`src/hw/rtl/sndrf_pkg.sv`:
```
// Shared types and port address constants for the sound unit register file.
package sndrf_pkg;

  localparam int unsigned NumChannels = 4;
  localparam int unsigned ChanIdxW    = $clog2(NumChannels);

  // Port addresses
  localparam logic [15:0] ADDR_DMA_SRC_LO  = 16'h004a;
  localparam logic [15:0] ADDR_DMA_SRC_MID = 16'h004b;
  localparam logic [15:0] ADDR_DMA_SRC_HI  = 16'h004c;
  localparam logic [15:0] ADDR_DMA_LEN_LO  = 16'h004e;
  localparam logic [15:0] ADDR_DMA_LEN_MID = 16'h004f;
  localparam logic [15:0] ADDR_DMA_LEN_HI  = 16'h0050;
  localparam logic [15:0] ADDR_DMA_CTRL    = 16'h0052;
  localparam logic [15:0] ADDR_HYPER_CTRL  = 16'h006a;
  localparam logic [15:0] ADDR_HYPER_CHAN  = 16'h006b;
  localparam logic [15:0] ADDR_PITCH_BASE  = 16'h0080;
  localparam logic [15:0] ADDR_VOL_BASE    = 16'h0088;
  localparam logic [15:0] ADDR_SWEEP_AMT   = 16'h008c;
  localparam logic [15:0] ADDR_SWEEP_PER   = 16'h008d;
  localparam logic [15:0] ADDR_NOISE_CTRL  = 16'h008e;
  localparam logic [15:0] ADDR_WAVE_BASE   = 16'h008f;
  localparam logic [15:0] ADDR_SND_ENABLE  = 16'h0090;
  localparam logic [15:0] ADDR_OUT_CTRL    = 16'h0091;
  localparam logic [15:0] ADDR_LFSR_LO     = 16'h0092;
  localparam logic [15:0] ADDR_LFSR_HI     = 16'h0093;
  localparam logic [15:0] ADDR_VOICE_ROUTE = 16'h0094;
  localparam logic [15:0] ADDR_HYPER_SMP   = 16'h0095;

  localparam logic ACT_READ  = 1'b0;
  localparam logic ACT_WRITE = 1'b1;

  // Headphone-present bit on the output control port
  localparam logic [7:0] HEADPHONE_PRESENT = 8'h80;

  typedef struct packed {
    logic        action;
    logic [15:0] address;
    logic [7:0]  write_data;
    logic [14:0] noise_lfsr;
    logic [7:0]  hyper_sample;
  } access_t;

  typedef struct packed {
    logic [7:0] read_data;
    logic       dma_trigger;
    logic       noise_reset_strobe;
  } result_t;

endpackage

```
`src/hw/rtl/sound_unit_register_file.sv`:
```
// The accepted access is held in the input register and its result word in the output register.
// Throughput: one bus access per cycle while the sink accepts (m_axis_tready); the
//   register bank decodes and updates in a single pass between the input and output registers.
// Reset (rst, synchronous, active high) clears both stage valids and every
//   register field to zero.
// Top level of the sound unit register file.
module sound_unit_register_file (
  input  logic        clk,
  input  logic        rst,
  input  logic        s_axis_tvalid,
  output logic        s_axis_tready,
  // [15:0] address, [23:16] write_data, [38:24] noise_lfsr,
  // [46:39] hyper_sample, [47] zero
  input  logic [47:0] s_axis_tdata,
  // [0] action (0 read, 1 write)
  input  logic        s_axis_tuser,
  output logic        m_axis_tvalid,
  input  logic        m_axis_tready,
  // [7:0] read_data, [8] dma_trigger, [9] noise_reset_strobe, [15:10] zero
  output logic [15:0] m_axis_tdata
);

  sndrf_pkg::access_t acc_in;
  sndrf_pkg::access_t acc;
  sndrf_pkg::result_t res_next;
  sndrf_pkg::result_t res;
  logic               in_valid;
  logic               out_valid;
  logic               advance;

  assign acc_in.action       = s_axis_tuser;
  assign acc_in.address      = s_axis_tdata[15:0];
  assign acc_in.write_data   = s_axis_tdata[23:16];
  assign acc_in.noise_lfsr   = s_axis_tdata[38:24];
  assign acc_in.hyper_sample = s_axis_tdata[46:39];

  assign advance       = !out_valid || m_axis_tready;
  assign s_axis_tready = !in_valid || advance;

  sndrf_in_stage u_in (
    .clk        (clk),
    .rst        (rst),
    .load       (s_axis_tready),
    .word_valid (s_axis_tvalid),
    .acc_in     (acc_in),
    .valid      (in_valid),
    .acc        (acc)
  );

  sndrf_regs u_regs (
    .clk (clk),
    .rst (rst),
    .en  (in_valid && advance),
    .acc (acc),
    .res (res_next)
  );

  sndrf_out_stage u_out (
    .clk       (clk),
    .rst       (rst),
    .advance   (advance),
    .res_valid (in_valid),
    .res_in    (res_next),
    .valid     (out_valid),
    .res       (res)
  );

  assign m_axis_tvalid = out_valid;
  assign m_axis_tdata  = {6'b0, res.noise_reset_strobe, res.dma_trigger, res.read_data};

endmodule

```
`src/hw/rtl/sndrf_in_stage.sv`:
```
// Input register stage: holds one accepted bus access.
module sndrf_in_stage (
  input  logic               clk,
  input  logic               rst,
  input  logic               load,
  input  logic               word_valid,
  input  sndrf_pkg::access_t acc_in,
  output logic               valid,
  output sndrf_pkg::access_t acc
);

  always_ff @(posedge clk) begin
    if (rst) begin
      valid <= 1'b0;
    end else if (load) begin
      valid <= word_valid;
    end
  end

  always_ff @(posedge clk) begin
    if (load && word_valid) begin
      acc <= acc_in;
    end
  end

endmodule

```
`src/hw/rtl/sndrf_regs.sv`:
```
// Register bank: address decode, field updates, strobes and read mux.
module sndrf_regs (
  input  logic               clk,
  input  logic               rst,
  input  logic               en,
  input  sndrf_pkg::access_t acc,
  output sndrf_pkg::result_t res
);

  logic [19:0] dma_source_setting;
  logic [19:0] dma_length_setting;
  logic [19:0] dma_source_current;
  logic [19:0] dma_length_current;
  logic [6:0]  dma_control_bits;
  logic [7:0]  hyper_control_bits;
  logic [5:0]  hyper_channel_bits;
  logic [11:0] channel_pitch [sndrf_pkg::NumChannels];
  logic [7:0]  channel_volume [sndrf_pkg::NumChannels];
  logic [7:0]  sweep_amount;
  logic [4:0]  sweep_period;
  logic [4:0]  noise_control_bits;
  logic [7:0]  wave_table_base;
  logic [6:0]  sound_enable_bits;
  logic [3:0]  output_control_bits;
  logic [3:0]  voice_route_bits;

  logic                          is_write;
  logic                          hit_pitch;
  logic                          hit_vol;
  logic [sndrf_pkg::ChanIdxW-1:0] pitch_idx;
  logic [sndrf_pkg::ChanIdxW-1:0] vol_idx;
  logic [7:0]                    d;
  logic                          trig;
  logic [7:0]                    rd;

  assign is_write  = (acc.action == sndrf_pkg::ACT_WRITE);
  assign d         = acc.write_data;
  // pitch ports: two per channel, low byte on the even address
  assign hit_pitch = (acc.address[15:3] == sndrf_pkg::ADDR_PITCH_BASE[15:3]);
  assign hit_vol   = (acc.address[15:2] == sndrf_pkg::ADDR_VOL_BASE[15:2]);
  assign pitch_idx = acc.address[sndrf_pkg::ChanIdxW:1];
  assign vol_idx   = acc.address[sndrf_pkg::ChanIdxW-1:0];
  // DMA starts only on a 0 -> 1 edge of the enable bit
  assign trig      = is_write && (acc.address == sndrf_pkg::ADDR_DMA_CTRL)
                     && !dma_control_bits[6] && d[7];

  always_ff @(posedge clk) begin
    if (rst) begin
      dma_source_setting  <= '0;
      dma_length_setting  <= '0;
      dma_source_current  <= '0;
      dma_length_current  <= '0;
      dma_control_bits    <= '0;
      hyper_control_bits  <= '0;
      hyper_channel_bits  <= '0;
      for (int i = 0; i < sndrf_pkg::NumChannels; i++) begin
        channel_pitch[i]  <= '0;
        channel_volume[i] <= '0;
      end
      sweep_amount        <= '0;
      sweep_period        <= '0;
      noise_control_bits  <= '0;
      wave_table_base     <= '0;
      sound_enable_bits   <= '0;
      output_control_bits <= '0;
      voice_route_bits    <= '0;
    end else if (en && is_write) begin
      if (hit_pitch) begin
        if (acc.address[0]) begin
          channel_pitch[pitch_idx][11:8] <= d[3:0];
        end else begin
          channel_pitch[pitch_idx][7:0] <= d;
        end
      end else if (hit_vol) begin
        channel_volume[vol_idx] <= d;
      end else begin
        unique case (acc.address)
          sndrf_pkg::ADDR_DMA_SRC_LO:  dma_source_setting[7:0]   <= d;
          sndrf_pkg::ADDR_DMA_SRC_MID: dma_source_setting[15:8]  <= d;
          sndrf_pkg::ADDR_DMA_SRC_HI:  dma_source_setting[19:16] <= d[3:0];
          sndrf_pkg::ADDR_DMA_LEN_LO:  dma_length_setting[7:0]   <= d;
          sndrf_pkg::ADDR_DMA_LEN_MID: dma_length_setting[15:8]  <= d;
          sndrf_pkg::ADDR_DMA_LEN_HI:  dma_length_setting[19:16] <= d[3:0];
          sndrf_pkg::ADDR_DMA_CTRL: begin
            if (trig) begin
              dma_source_current <= dma_source_setting;
              dma_length_current <= dma_length_setting;
            end
            dma_control_bits <= {d[7:6], d[4:0]};
          end
          sndrf_pkg::ADDR_HYPER_CTRL:  hyper_control_bits  <= d;
          sndrf_pkg::ADDR_HYPER_CHAN:  hyper_channel_bits  <= {d[6:5], d[3:0]};
          sndrf_pkg::ADDR_SWEEP_AMT:   sweep_amount        <= d;
          sndrf_pkg::ADDR_SWEEP_PER:   sweep_period        <= d[4:0];
          sndrf_pkg::ADDR_NOISE_CTRL:  noise_control_bits  <= d[4:0];
          sndrf_pkg::ADDR_WAVE_BASE:   wave_table_base     <= d;
          sndrf_pkg::ADDR_SND_ENABLE:  sound_enable_bits   <= {d[7:5], d[3:0]};
          sndrf_pkg::ADDR_OUT_CTRL:    output_control_bits <= d[3:0];
          sndrf_pkg::ADDR_VOICE_ROUTE: voice_route_bits    <= d[3:0];
          default: ;
        endcase
      end
    end
  end

  always_comb begin
    rd = '0;
    if (hit_pitch) begin
      rd = acc.address[0] ? {4'b0, channel_pitch[pitch_idx][11:8]}
                          : channel_pitch[pitch_idx][7:0];
    end else if (hit_vol) begin
      rd = channel_volume[vol_idx];
    end else begin
      unique case (acc.address)
        sndrf_pkg::ADDR_DMA_SRC_LO:  rd = dma_source_current[7:0];
        sndrf_pkg::ADDR_DMA_SRC_MID: rd = dma_source_current[15:8];
        sndrf_pkg::ADDR_DMA_SRC_HI:  rd = {4'b0, dma_source_current[19:16]};
        sndrf_pkg::ADDR_DMA_LEN_LO:  rd = dma_length_current[7:0];
        sndrf_pkg::ADDR_DMA_LEN_MID: rd = dma_length_current[15:8];
        sndrf_pkg::ADDR_DMA_LEN_HI:  rd = {4'b0, dma_length_current[19:16]};
        sndrf_pkg::ADDR_DMA_CTRL:    rd = {dma_control_bits[6:5], 1'b0,
                                           dma_control_bits[4:0]};
        sndrf_pkg::ADDR_HYPER_CTRL:  rd = hyper_control_bits;
        sndrf_pkg::ADDR_HYPER_CHAN:  rd = {1'b0, hyper_channel_bits[5:4], 1'b0,
                                           hyper_channel_bits[3:0]};
        sndrf_pkg::ADDR_SWEEP_AMT:   rd = sweep_amount;
        sndrf_pkg::ADDR_SWEEP_PER:   rd = {3'b0, sweep_period};
        // reset bit never reads back
        sndrf_pkg::ADDR_NOISE_CTRL:  rd = {3'b0, noise_control_bits[4], 1'b0,
                                           noise_control_bits[2:0]};
        sndrf_pkg::ADDR_WAVE_BASE:   rd = wave_table_base;
        sndrf_pkg::ADDR_SND_ENABLE:  rd = {sound_enable_bits[6:4], 1'b0,
                                           sound_enable_bits[3:0]};
        sndrf_pkg::ADDR_OUT_CTRL:    rd = {4'b0, output_control_bits}
                                          | sndrf_pkg::HEADPHONE_PRESENT;
        sndrf_pkg::ADDR_LFSR_LO:     rd = acc.noise_lfsr[7:0];
        sndrf_pkg::ADDR_LFSR_HI:     rd = {1'b0, acc.noise_lfsr[14:8]};
        sndrf_pkg::ADDR_VOICE_ROUTE: rd = {4'b0, voice_route_bits};
        sndrf_pkg::ADDR_HYPER_SMP:   rd = acc.hyper_sample;
        default:                     rd = '0;
      endcase
    end
  end

  assign res.read_data          = is_write ? 8'h00 : rd;
  assign res.dma_trigger        = trig;
  assign res.noise_reset_strobe = is_write
                                  && (acc.address == sndrf_pkg::ADDR_NOISE_CTRL) && d[3];

endmodule

```
`src/hw/rtl/sndrf_out_stage.sv`:
```
// Output register stage: holds one result word until the sink takes it.
module sndrf_out_stage (
  input  logic               clk,
  input  logic               rst,
  input  logic               advance,
  input  logic               res_valid,
  input  sndrf_pkg::result_t res_in,
  output logic               valid,
  output sndrf_pkg::result_t res
);

  always_ff @(posedge clk) begin
    if (rst) begin
      valid <= 1'b0;
    end else if (advance) begin
      valid <= res_valid;
    end
  end

  always_ff @(posedge clk) begin
    if (advance && res_valid) begin
      res <= res_in;
    end
  end

endmodule
```
`config.mk`:
```
export PLATFORM = sky130hd
export DESIGN_NAME = sound_unit_register_file
export DESIGN_NICKNAME = d
export VERILOG_FILES = /design/src/hw/rtl/sndrf_pkg.sv /design/src/hw/rtl/sound_unit_register_file.sv /design/src/hw/rtl/sndrf_in_stage.sv /design/src/hw/rtl/sndrf_regs.sv /design/src/hw/rtl/sndrf_out_stage.sv
export SDC_FILE = /design/constraint.sdc
export NUM_CORES = 1
export LEC_CHECK = 0
export ABC_CLOCK_PERIOD_IN_PS = 8300
export BUFFER_PORTS_ARGS = -buffer_cell sky130_fd_sc_hd__buf_2
export CAP_MARGIN = 5
export CORE_UTILIZATION = 50
export CTS_BUF_LIST = sky130_fd_sc_hd__clkbuf_4 sky130_fd_sc_hd__clkbuf_8 sky130_fd_sc_hd__clkbuf_16
export DETAILED_ROUTE_END_ITERATION = 10
export PLACE_DENSITY = 0.66
export SLEW_MARGIN = 15
export SYNTH_ARGS = -nofsm -noshare
export SYNTH_HDL_FRONTEND = slang
export SYNTH_SLANG_ARGS = --single-unit
```
`constraint.sdc`:
```
create_clock -name clk -period 8.3 [get_ports clk]
set_clock_uncertainty 0.1 [all_clocks]
set_input_delay 0.83 -clock clk [delete_from_list [all_inputs] [get_ports clk]]
set_output_delay 0.83 -clock clk [all_outputs]
set_load 0.01 [all_outputs]
```
==> impl_metrics.json <==
{
  "finalSetupViolCount": 0,
  "area_delta_synth_final_pct": 12.3,
  "cp-start-kind": "flip-flop",
  "syn_inst": 1079,
  "tns_ns": 0,
  "core_area_um2": 22900,
  "die_w_um": 156,
  "synth_most_common_cell": "nand2_1",
  "crit_fanout": 28,
  "overflow": 0,
  "finalHoldViolations": 0,
  "setup_ws_ns": 4.05,
  "rrSetupSlack_ns": 4.05,
  "power_switching_w": 0.000629,
  "period_needed_ns": 4.25,
  "ios": 71,
  "synth_top_area_share_pct": 35.0,
  "synth-seq-cells": 284,
  "rr_worst_depth": 7,
  "fin_crit_sh_pct": 51.2,
  "drive_gt1_share_pct": 15.4,
  "synth-main-ff-cell": "dfxtp_1",
  "die_area_um2": 24300,
  "cts_root_buf": "clkbuf_16",
  "cts_setup_buffers": 0,
  "fmax_ghz": 0.235,
  "clk_pin_slew_ns": 0.06,
  "rsz0062_at_grt": "no",
  "drt-total-wl_mm": 32.9,
  "clk_latency_ns": 0.54,
  "post-place-ws_ns": 4.17,
  "slowest_delay_ns": 0.59,
  "crit_type": "reg2reg",
  "drt-initial-drc-count": 985,
  "grt_pass1_vias": 8300,
  "synth_commonest_cells": "nand2_1 (175), dfxtp_1 (146), edfxtp_1 (138)",
  "synth_cell_types": 59,
  "grt_pass1_wl_mm": 49.5,
  "drtPass1Iterations": 6,
  "yosysWarningCount": 0,
  "r2r_start": "u_in.acc[43]",
  "fp.dieH_um": 156,
  "critPathLaunch": "u_in.acc[43]",
  "maxSlewViolCount": 0,
  "portBuffers": 63,
  "power_frac_seq_pct": 54.0,
  "h-tree-depth": 1,
  "hold_buffers": 0,
  "critPathCaptureType": "flip-flop",
  "cp-endpoint": "u_regs.channel_pitch[1][1]",
  "cpMaxStageDelayCell": "nor3_2",
  "synth_edf_count": 138,
  "pwr-share-comb_pct": 4.0,
  "powerDensity_nw_per_um2": 214,
  "cp.required_ns": 8.39,
  "status": "completed",
  "clk_path_buf_depth": 3,
  "ant_nets": 0,
  "post_drt_wl_per_cell_um": 22.6,
  "nets": 1173,
  "antennaDiodeCount": 0,
  "clock-sinks": 284,
  "via_count": 8718,
  "ctsResizeCount": 0,
  "clock_power_share_pct": 42.0,
  "arrival_ns": 4.34,
  "track_usage_pct": 27.5,
  "dp_cells": 1403,
  "antenna_found_initial": 0,
  "slew-limit-headroom_pct": 19.8,
  "max-vdd-ir-drop_mv": 0.219,
  "fin_cells": 1455,
  "yosys.area.top_type": "edfxtp_1",
  "syn_area_um2": 11800,
  "dp_hpwl_mm": 21.3,
  "vias_per_cell": 5.99,
  "yosysSeqAreaShare_pct": 59.7,
  "leakage_nw": 4.65,
  "r2r_end": "u_regs.channel_pitch[1][1]",
  "hold_path.class": "reg2reg",
  "timing.hold.ws_ns": 0.353,
  "grt_max_degree": 83,
  "remaining_drc_errors": 0,
  "netSwitchingFraction_pct": 22.1,
  "gp_congestion": 0.899,
  "intPower_w": 0.00222,
  "cts_tree": "built",
  "cts_buffers": 28,
  "tightest_slew_ns": 1.19,
  "synthArstFlopShare_pct": 0,
  "initial_utilization_pct": 51.7,
  "cap_violations": 0,
  "ys_top_cells_by_area": "edfxtp_1 (35%), dfxtp_1 (25%), mux2i_1 (5.8%)",
  "crit_chain": "or4_1 -> buf_4 -> or2_1 -> or3_1 -> nor3_2 -> nand3_1 -> nand2b_1",
  "avgSynthCellArea_um2": 11.0,
  "rows": 55
}
[cell usage in the layout (no fill, tap or decap), types with 14 or more instances in the layout]
cell type    n
nor4_1      23
edfxtp_1   138
a21oi_1     81
buf_2       62
dfxtp_1    146
clkbuf_16   29
mux4_2      20
buf_4       28
mux2i_1     69
nand2_1    175
and3_1      14
a22oi_1     23
nor3_1      14
nand3_1     18
nor2_1     106
and2_1      36
[registers in the layout (all words and copies together) (netlist names), 4 cells and up, named ones only]
name	cells
u_regs.dma_length_setting	20
u_in.acc	48
u_regs.dma_source_setting	20
u_regs.dma_length_current	20
u_regs.channel_volume	32
u_regs.output_control_bits	4
u_regs.sweep_period	5
u_regs.dma_source_current	20
u_regs.dma_control_bits	7
u_regs.voice_route_bits	4
u_regs.wave_table_base	8
u_out.res	10
u_regs.hyper_channel_bits	6
u_regs.hyper_control_bits	8
u_regs.channel_pitch	48
u_regs.sweep_amount	8
u_regs.noise_control_bits	4
u_regs.sound_enable_bits	7
[power by group through the flow]
stage	registers [W]	clock network, W	logic, W
after floorplan	0.00154	0	0.0000816
after global placement	0.00157	0	0.000113
after detailed placement	0.00157	0	0.000114
after CTS	0.00154	0.00120	0.000114
after global routing	0.00154	0.00126	0.000121
final	0.00154	0.00119	0.000115
[layout make-up]
class / instances / area, um2
fill: 1992 / 9610
sequential: 284 / 7070
multi-input combinational: 706 / 4420
clock buffer: 40 / 808
timing repair buffer: 90 / 520
tap: 313 / 392
clock inverter: 12 / 53.8
inverter: 10 / 37.5
[per-layer routing]
| metal | up-vias | GRT usage (%) | wire length (um) |
|---|---|---|---|
| met3 | 74 | 5.03 | 2670 |
| met4 | 0 | 10.2 | 1100 |
| li1 | 3972 | - | - |
| met2 | 386 | 43.5 | 15400 |
| met5 | - | 0 | 0 |
| met1 | 4286 | 37.9 | 13800 |
[cells by family after synthesis]
| logic type | Yosys count | synth area share (%) |
|---|---|---|
| buf+inv | 94 | 3.28 |
| mux | 91 | 9.82 |
| other cells | 1 | 0.0317 |
| flops | 284 | 59.7 |
| simple gates | 448 | 18.3 |
| compound gates | 161 | 8.94 |
[stage by stage]
stage / utilization (%) / instance area (um2) / power [W]
floorplan: - / 11900 / 0.00162
finish: 58.0 / 13300 / 0.00285
global placement: 54.3 / 12400 / 0.00168
CTS: 58.0 / 13300 / 0.00286
detailed placement: 54.3 / 12400 / 0.00168
global route: 58.0 / 13300 / 0.00292
[worst min path at each step]
stage | from | end | depth (start not counted)
6_report | u_regs.noise_control_bits[2] | u_regs.noise_control_bits[2] | 2
5_1_grt | s_axis_tdata[4] | u_in.acc[35] | 1
4_1_cts | s_axis_tdata[4] | u_in.acc[35] | 1
3_5_place_dp | u_regs.dma_length_setting[10] | u_regs.dma_length_setting[10] | 2
3_3_place_gp | u_regs.dma_length_current[11] | u_regs.dma_length_current[11] | 2
2_1_floorplan | u_regs.dma_length_current[13] | u_regs.dma_length_current[13] | 2
[critical path: cells and delay by family (launching register included)]
kind                   cells  cell delay [ns]
buffers and inverters      1             0.26
flip-flops                 1             0.35
AND/OR/NAND/NOR            6             3.18
Note: power is estimated with default switching activity, not from simulation.
